### config.mk
export PLATFORM = sky130hd
export DESIGN_NAME = hpack_huffman_decoder_core
export DESIGN_NICKNAME = d
export VERILOG_FILES = /design/src/rtl/core/hpack_pkg.sv /design/src/rtl/core/hpack_bit_dec.sv /design/src/rtl/core/hpack_huffman_decoder_core.sv
export SDC_FILE = /design/constraint.sdc
export NUM_CORES = 1
export LEC_CHECK = 0
export ABC_AREA = 1
export BUFFER_PORTS_ARGS = -buffer_cell sky130_fd_sc_hd__buf_2
export CAP_MARGIN = 20
export CORE_AREA = 2 2 215 217
export CTS_CLUSTER_DIAMETER = 60
export DETAILED_ROUTE_END_ITERATION = 7
export DIE_AREA = 0 0 217 219
export SETUP_SLACK_MARGIN = 0.02
export SLEW_MARGIN = 20
export SYNTH_ARGS = -nofsm -noshare
export SYNTH_HDL_FRONTEND = slang
export SYNTH_SLANG_ARGS = --single-unit
export TNS_END_PERCENT = 5
### constraint.sdc
create_clock -name clk -period 15.9 [get_ports clk]
set_clock_uncertainty 0.15 [all_clocks]
set_input_delay 3.18 -clock clk [delete_from_list [all_inputs] [get_ports clk]]
set_output_delay 3.18 -clock clk [all_outputs]
set_load 0.01 [all_outputs]
### src/rtl/core/hpack_pkg.sv
// Shared constants, tables and types for the HPACK Huffman string decoder.
// Holds the canonical code tables of the static code. No dependencies.
package hpack_pkg;

  localparam int LENGTH_WIDTH = 16;
  localparam int MAX_CODE_BITS = 30;
  localparam int PAD_LIMIT = 7;
  localparam logic [8:0] EOS_SYMBOL = 9'd256;

  // Result status codes
  localparam logic [2:0] ST_SYMBOL = 3'd0;
  localparam logic [2:0] ST_DONE = 3'd1;
  localparam logic [2:0] ST_INVALID = 3'd2;
  localparam logic [2:0] ST_NUL = 3'd3;
  localparam logic [2:0] ST_PADDING = 3'd4;
  localparam logic [2:0] ST_TOO_LONG = 3'd5;

  // Codes of each bit length, index = length (last entry is spare)
  localparam logic [5:0] CODE_COUNT [32] = '{
    6'd0, 6'd0, 6'd0, 6'd0, 6'd0, 6'd10, 6'd26, 6'd32, 6'd6, 6'd0, 6'd5, 6'd3, 6'd2,
    6'd6, 6'd2, 6'd3, 6'd0, 6'd0, 6'd0, 6'd3, 6'd8, 6'd13, 6'd26, 6'd29, 6'd12,
    6'd4, 6'd15, 6'd19, 6'd29, 6'd0, 6'd4, 6'd0
  };

  // Octet symbols in canonical order: by code length, then by code value.
  // EOS holds the last canonical index and is not stored.
  localparam logic [8:0] CODE_SYMBOL [256] = '{
    9'd48, 9'd49, 9'd50, 9'd97, 9'd99, 9'd101, 9'd105, 9'd111, 9'd115, 9'd116,
    9'd32, 9'd37, 9'd45, 9'd46, 9'd47, 9'd51, 9'd52, 9'd53, 9'd54, 9'd55, 9'd56,
    9'd57, 9'd61, 9'd65, 9'd95, 9'd98, 9'd100, 9'd102, 9'd103, 9'd104, 9'd108,
    9'd109, 9'd110, 9'd112, 9'd114, 9'd117,
    9'd58, 9'd66, 9'd67, 9'd68, 9'd69, 9'd70, 9'd71, 9'd72, 9'd73, 9'd74, 9'd75,
    9'd76, 9'd77, 9'd78, 9'd79, 9'd80, 9'd81, 9'd82, 9'd83, 9'd84, 9'd85, 9'd86,
    9'd87, 9'd89, 9'd106, 9'd107, 9'd113, 9'd118, 9'd119, 9'd120, 9'd121, 9'd122,
    9'd38, 9'd42, 9'd44, 9'd59, 9'd88, 9'd90,
    9'd33, 9'd34, 9'd40, 9'd41, 9'd63,
    9'd39, 9'd43, 9'd124,
    9'd35, 9'd62,
    9'd0, 9'd36, 9'd64, 9'd91, 9'd93, 9'd126,
    9'd94, 9'd125,
    9'd60, 9'd96, 9'd123,
    9'd92, 9'd195, 9'd208,
    9'd128, 9'd130, 9'd131, 9'd162, 9'd184, 9'd194, 9'd224, 9'd226,
    9'd153, 9'd161, 9'd167, 9'd172, 9'd176, 9'd177, 9'd179, 9'd209, 9'd216,
    9'd217, 9'd227, 9'd229, 9'd230,
    9'd129, 9'd132, 9'd133, 9'd134, 9'd136, 9'd146, 9'd154, 9'd156, 9'd160,
    9'd163, 9'd164, 9'd169, 9'd170, 9'd173, 9'd178, 9'd181, 9'd185, 9'd186,
    9'd187, 9'd189, 9'd190, 9'd196, 9'd198, 9'd228, 9'd232, 9'd233,
    9'd1, 9'd135, 9'd137, 9'd138, 9'd139, 9'd140, 9'd141, 9'd143, 9'd147, 9'd149,
    9'd150, 9'd151, 9'd152, 9'd155, 9'd157, 9'd158, 9'd165, 9'd166, 9'd168,
    9'd174, 9'd175, 9'd180, 9'd182, 9'd183, 9'd188, 9'd191, 9'd197, 9'd231,
    9'd239,
    9'd9, 9'd142, 9'd144, 9'd145, 9'd148, 9'd159, 9'd171, 9'd206, 9'd215, 9'd225,
    9'd236, 9'd237,
    9'd199, 9'd207, 9'd234, 9'd235,
    9'd192, 9'd193, 9'd200, 9'd201, 9'd202, 9'd205, 9'd210, 9'd213, 9'd218,
    9'd219, 9'd238, 9'd240, 9'd242, 9'd243, 9'd255,
    9'd203, 9'd204, 9'd211, 9'd212, 9'd214, 9'd221, 9'd222, 9'd223, 9'd241,
    9'd244, 9'd245, 9'd246, 9'd247, 9'd248, 9'd250, 9'd251, 9'd252, 9'd253,
    9'd254,
    9'd2, 9'd3, 9'd4, 9'd5, 9'd6, 9'd7, 9'd8, 9'd11, 9'd12, 9'd14, 9'd15, 9'd16,
    9'd17, 9'd18, 9'd19, 9'd20, 9'd21, 9'd23, 9'd24, 9'd25, 9'd26, 9'd27, 9'd28,
    9'd29, 9'd30, 9'd31, 9'd127, 9'd220, 9'd249,
    9'd10, 9'd13, 9'd22
  };

  // Symbol at a canonical index; the EOS index and any past it read as EOS
  function automatic logic [8:0] symbol_at(input logic [8:0] k);
    logic [8:0] s;
    s = EOS_SYMBOL;
    if (k < 9'd256) begin
      s = CODE_SYMBOL[k[7:0]];
    end
    return s;
  endfunction

  // Per-bit decode outcome from the bit decoder to the control
  typedef struct packed {
    logic       hit;   // a full code ends on this bit
    logic       bad;   // no code matches in the longest code length
    logic [8:0] sym;   // decoded symbol on a hit
    logic [4:0] fill;  // pending code bits
    logic       ones;  // all pending code bits are ones
  } dec_res_t;

endpackage

### src/rtl/core/hpack_bit_dec.sv
// Bit-serial canonical Huffman decoder: one code bit per step.
// Depends on hpack_pkg for the code tables and result type.
module hpack_bit_dec (
  input  logic                 clk,
  input  logic                 rst,
  input  logic                 step,
  input  logic                 clear,
  input  logic                 code_bit,
  output hpack_pkg::dec_res_t  res
);

  logic [4:0]  fill;
  logic [29:0] code;
  logic [30:0] first;
  logic [8:0]  index;
  logic        ones;

  logic [4:0]  fill_next;
  logic [29:0] code_next;
  logic [5:0]  cnt;
  logic [30:0] diff;
  logic        match;

  // Extend the code by one bit and test it against this length's range
  always_comb begin
    fill_next = fill + 5'd1;
    code_next = {code[28:0], code_bit};
    cnt = hpack_pkg::CODE_COUNT[fill_next];
    diff = {1'b0, code_next} - first;
    match = (cnt != 6'd0) && ({1'b0, code_next} >= first) &&
            (diff[30:6] == '0) && (diff[5:0] < cnt);
    res.hit = match;
    res.bad = !match && (fill_next == 5'(hpack_pkg::MAX_CODE_BITS));
    res.sym = hpack_pkg::symbol_at(index + diff[8:0]);
    res.fill = fill;
    res.ones = ones;
  end

  // Advance the canonical walk, restart after a code ends
  always_ff @(posedge clk) begin
    if (rst || clear || (step && (res.hit || res.bad))) begin
      fill <= '0;
      code <= '0;
      first <= '0;
      index <= '0;
      ones <= 1'b1;
    end else if (step) begin
      fill <= fill_next;
      code <= code_next;
      first <= (first + {25'd0, cnt}) << 1;
      index <= index + {3'd0, cnt};
      ones <= ones & code_bit;
    end
  end

  a_fill_range: assert property (@(posedge clk) disable iff (rst)
    fill < 5'(hpack_pkg::MAX_CODE_BITS))
    else $error("pending code longer than the longest code");
  a_restart: assert property (@(posedge clk) disable iff (rst)
    step && (res.hit || res.bad) |=> fill == 5'd0 && ones)
    else $error("decoder did not restart after a code ended");
  a_ones: assert property (@(posedge clk) disable iff (rst)
    step && !res.hit && !res.bad && !code_bit && !clear |=> !ones)
    else $error("zero bit not recorded in padding flag");

endmodule

### src/rtl/core/hpack_huffman_decoder_core.sv
// HPACK (RFC 7541) Huffman string decoder, top level.
// Each accepted byte is walked one code bit per cycle while the result side is not
// stalled; a symbol beat is valid the cycle after its last code bit is taken, and the
// final status of a string follows from the fin register once the output can take it.
// A new byte is accepted only once every bit of the last byte has been walked and, for a
// final byte, its status issued; a result beat that is not taken stalls the walk. Reset
// (rst, synchronous, active high) clears string state and sets the length limit to 4096.
module hpack_huffman_decoder_core (
  input  logic        clk,
  input  logic        rst,
  input  logic        s_tvalid,
  output logic        s_tready,
  input  logic [7:0]  s_tdata,   // [7:0] code_byte
  input  logic        s_tlast,   // last_byte
  output logic        m_tvalid,
  input  logic        m_tready,
  output logic [23:0] m_tdata,   // [7:0] symbol, [23:8] decoded_length
  output logic [2:0]  m_tuser,   // [2:0] status
  output logic        m_tlast,   // last
  input  logic        cfg_wen,
  input  logic [hpack_pkg::LENGTH_WIDTH-1:0] cfg_wdata  // length limit
);

  localparam int LW = hpack_pkg::LENGTH_WIDTH;

  logic [LW-1:0] len_limit;
  logic [LW-1:0] count;
  logic [2:0]    err;
  logic [7:0]    shreg;
  logic [3:0]    bits_left;
  logic          last_q;
  logic          fin;

  logic          go;
  logic          bit_go;
  logic          dec_step;
  logic          fin_go;
  hpack_pkg::dec_res_t dres;

  assign s_tready = (bits_left == 4'd0) && !fin;
  assign go = !m_tvalid || m_tready;
  assign bit_go = (bits_left != 4'd0) && go;
  assign dec_step = bit_go && (err == hpack_pkg::ST_SYMBOL);
  assign fin_go = fin && go;

  hpack_bit_dec u_dec (
    .clk      (clk),
    .rst      (rst),
    .step     (dec_step),
    .clear    (fin_go),
    .code_bit (shreg[7]),
    .res      (dres)
  );

  // Hold the length limit
  always_ff @(posedge clk) begin
    if (rst) begin
      len_limit <= LW'(4096);
    end else if (cfg_wen) begin
      len_limit <= cfg_wdata;
    end
  end

  // Shift bits in, classify decoded codes, emit beats
  always_ff @(posedge clk) begin
    if (rst) begin
      count <= '0;
      err <= hpack_pkg::ST_SYMBOL;
      bits_left <= '0;
      last_q <= 1'b0;
      fin <= 1'b0;
      m_tvalid <= 1'b0;
    end else begin
      if (m_tready) begin
        m_tvalid <= 1'b0;
      end
      if (s_tvalid && s_tready) begin
        shreg <= s_tdata;
        bits_left <= 4'd8;
        last_q <= s_tlast;
      end
      if (bit_go) begin
        shreg <= {shreg[6:0], 1'b0};
        bits_left <= bits_left - 4'd1;
        if (bits_left == 4'd1 && last_q) begin
          fin <= 1'b1;
        end
      end
      if (dec_step) begin
        if (dres.bad || (dres.hit && dres.sym == hpack_pkg::EOS_SYMBOL)) begin
          err <= hpack_pkg::ST_INVALID;
        end else if (dres.hit && dres.sym == 9'd0) begin
          err <= hpack_pkg::ST_NUL;
        end else if (dres.hit && count >= len_limit) begin
          err <= hpack_pkg::ST_TOO_LONG;
        end else if (dres.hit) begin
          count <= count + LW'(1);
          m_tvalid <= 1'b1;
          m_tdata <= {16'(count + LW'(1)), dres.sym[7:0]};
          m_tuser <= hpack_pkg::ST_SYMBOL;
          m_tlast <= 1'b0;
        end
      end
      // Close the string with its status and drop per-string state
      if (fin_go) begin
        fin <= 1'b0;
        m_tvalid <= 1'b1;
        m_tdata <= {16'(count), 8'd0};
        m_tlast <= 1'b1;
        if (err != hpack_pkg::ST_SYMBOL) begin
          m_tuser <= err;
        end else if (dres.fill <= 5'(hpack_pkg::PAD_LIMIT) && dres.ones) begin
          m_tuser <= hpack_pkg::ST_DONE;
        end else begin
          m_tuser <= hpack_pkg::ST_PADDING;
        end
        count <= '0;
        err <= hpack_pkg::ST_SYMBOL;
      end
    end
  end

  a_no_nul: assert property (@(posedge clk) disable iff (rst)
    m_tvalid && m_tuser == hpack_pkg::ST_SYMBOL |-> m_tdata[7:0] != 8'd0 && !m_tlast)
    else $error("symbol beat carries NUL or last");
  a_sticky: assert property (@(posedge clk) disable iff (rst)
    err != hpack_pkg::ST_SYMBOL && !fin_go |=> err == $past(err))
    else $error("error code changed before the string closed");
  a_clear: assert property (@(posedge clk) disable iff (rst)
    m_tvalid && m_tready && m_tlast |-> count == '0)
    else $error("count not cleared after final status");
  a_busy: assert property (@(posedge clk) disable iff (rst)
    fin |-> bits_left == 4'd0 && !s_tready)
    else $error("final status pending while bits remain");

endmodule

==> metrics.txt <==
status=complete, no violations; Synth Area in Simple Gates=40.6%; Initial Util=29.9%; clock latency on the worst-skew pair=440 ps; CORE AREA=45100 um2; count of cell types in the netlist=46; adder-cell share of the synthesized area=9.14%; Worst R2R Setup Slack=9650 ps; H-tree depth=4; worst setup path endpoint=u_dec.index[8]$_SDFFE_PP0P_; cell count of the worst reg-to-reg path=24; initial DRC count=1341; post-synthesis to final-layout area growth=9.81%; die extent in x=217 um; Mapped Cells=2252; Final period util=41.1%; RSZ-0062 raised after global routing=no; final WL=41500 um; fraction of layout cells with a size suffix above 1=6.49%; Setup TNS Final=0 ps; Via density=4.96; post-route ant nets=0; Cell Area, Placed=14200 um2; GP Congestion=1.01; Core Rows=78; Max-slew headroom=39.7%; Resized cells post-CTS=0; area of the multi-input gates=8590 um2; port bufs=59; Post-Syn Nets=2378; WL/cell=14.4 um; commonest non-fill, non-tap cell in the layout=nand2_1; Fin. Hold Viols=0; #FFs+latches synth=152; gr ovfl total=0; count of hold buffers inserted by post-cts repair=0; Worst Hold Class=flop to flop; Max Transition Viols Final=0; antenna violations before repair=0; mux contribution to synthesized area=0%; CTS Buf Count=17; Die ar.=47500 um2; Final min period=6540 ps; XOR/XNOR Fraction of Synth Area=2.34%; Ports=60; CTS Buffer Depth=2; worst r2r src=u_dec.code[0]$_SDFFE_PP0P_; pin count of the biggest net entering global routing=75; post-route cell area=14800 um2; CP max FO=70; via count=14300; Worst Setup SP=m_tready; Synth Cell Area=13500 um2; FMAX=153 MHz; clk root buf=clkbuf_16; Die Y-Extent=219 um; final setup fails=0; post-synthesis compound-gate area fraction=11.6%; Clock transition at path regs=70 ps; post-detail-place hpwl=31200 um; drt drc=0; Total Routing Usage GR=17.6%; clk sinks=152; Worst EP required=16050 ps; largest family of logic cells by synthesized area=simple AND/OR/NAND/NOR gates; slew at the pin closest to its max-slew limit=904 ps; Filler cells=5047; register area=3400 um2; Crit Reg-Reg Endpoint=m_tdata[15]$_DFFE_PP_; first-pass GRT wire length=68600 um; Post-synth EDFFs=36; setup bufs post-CTS=0; WS Path Type=input port to flop; data arrival time of the worst path=6690 ps; vias in the first global route=13500; CP endpoint kind=flop; commonest non-fill, non-tap cells in the layout=nand2_1 (716), inv_1 (275), nor2_1 (249); Critical Path Source Type=input port; max-cap viol count=0; DRT Pass-1 Iters=5; YS warnings=0; syn_area_per_cell=5.98 um2; Post-synth top flop=dfxtp_1; NumNets Final=2392; antenna cell count=0; Post-synth ARST share=0%; sequential fraction of the synthesis area=25.3%; CTS tree=done
[per-stage QoR]
stage	setup slack, ps	util [%]	hold slack (ps)	std cells
final	9360	32.8	318	2879
after global placement	9040	31.5	303	2847
after global routing	8880	32.8	347	2879
after CTS	9430	32.8	322	2879
after detailed placement	8960	31.5	311	2847
after floorplan	9950	-	285	2252
[kinds of logic after synthesis]
group,count (synthesis)
adder cells (fa/ha/maj),96
AND/OR/NAND/NOR,1307
XOR/XNOR,36
buffers and inverters,364
AO/OA/AOI/OAI,297
flip-flops,152
[worst max-delay path, stage by stage]
cell and delay [ps]:
buf_2 120, nor2_1 230, inv_1 80, nand2_1 280, inv_1 280, nand2_2 570, buf_4 490, clkinv_2 790
nand3_1 340, nor2_1 80, xor2_1 140, nor2_1 70
[final cells by class]
cell class	count	share of cell area (%)
multi-input combinational	1736	58.1
clock inverter	14	1.08
clock buffer	18	2.90
tap	600	5.08
timing repair buffer	66	2.35
inverter	293	7.46
sequential	152	23.0
[state kept, by name (all words and copies together), names as in the netlist]
register	count
count	16
u_dec.code	29
m_tvalid	1
m_tdata	24
u_dec.fill	5
u_dec.index	9
shreg	8
m_tuser	3
u_dec.ones	1
fin	1
len_limit	16
last_q	1
bits_left	4
u_dec.first	30
err	3
m_tlast	1
[metal layers]
layer	wire length (um)	up-vias	global-route usage (%)
met5	0	-	0
li1	-	7288	-
met4	1260	0	6.53
met2	18500	451	28.6
met1	19400	6458	24.2
met3	2330	89	1.70
[cells in the mapped netlist (5+ instances only)]
| library cell | number | area (um2) |
|---|---|---|
| a31oi_1 | 5 | 31.3 |
| xor2_1 | 32 | 280 |
| o21ai_1 | 18 | 90.1 |
| o21ai_0 | 126 | 631 |
| nand3_1 | 234 | 1170 |
| nand4_1 | 41 | 257 |
| nand2_1 | 720 | 2700 |
| a21oi_1 | 124 | 621 |
| nand2_2 | 13 | 81.3 |
| nor3_1 | 24 | 120 |
| nor4_1 | 6 | 37.5 |
| clkbuf_1 | 30 | 113 |
| ha_1 | 92 | 1150 |
| buf_4 | 16 | 120 |
| a21oi_2 | 6 | 52.6 |
| inv_1 | 275 | 1030 |
| nor2_1 | 249 | 935 |
| dfxtp_1 | 116 | 2320 |
| inv_2 | 13 | 48.8 |
| edfxtp_1 | 36 | 1080 |
| buf_2 | 20 | 100 |
| nand3b_1 | 5 | 37.5 |
[how the worst min path moves through the flow]
stage	startpoint	to	slack, ps	cells past startpoint
6_report	len_limit[13]$_SDFFE_PP0P_	len_limit[13]$_SDFFE_PP0P_	320	2
3_3_place_gp	u_dec.first[9]$_SDFFE_PP0P_	u_dec.first[9]$_SDFFE_PP0P_	300	2
5_1_grt	len_limit[12]$_SDFFE_PP1P_	len_limit[12]$_SDFFE_PP1P_	350	2
4_1_cts	last_q$_SDFFE_PP0P_	last_q$_SDFFE_PP0P_	320	2
3_5_place_dp	len_limit[3]$_SDFFE_PP0P_	len_limit[3]$_SDFFE_PP0P_	310	2
2_1_floorplan	len_limit[1]$_SDFFE_PP0P_	len_limit[1]$_SDFFE_PP0P_	290	2
Power is left out: the tool's default activity adds up to more than one toggle a clock period on the data nets, which glitch-free logic cannot reach.
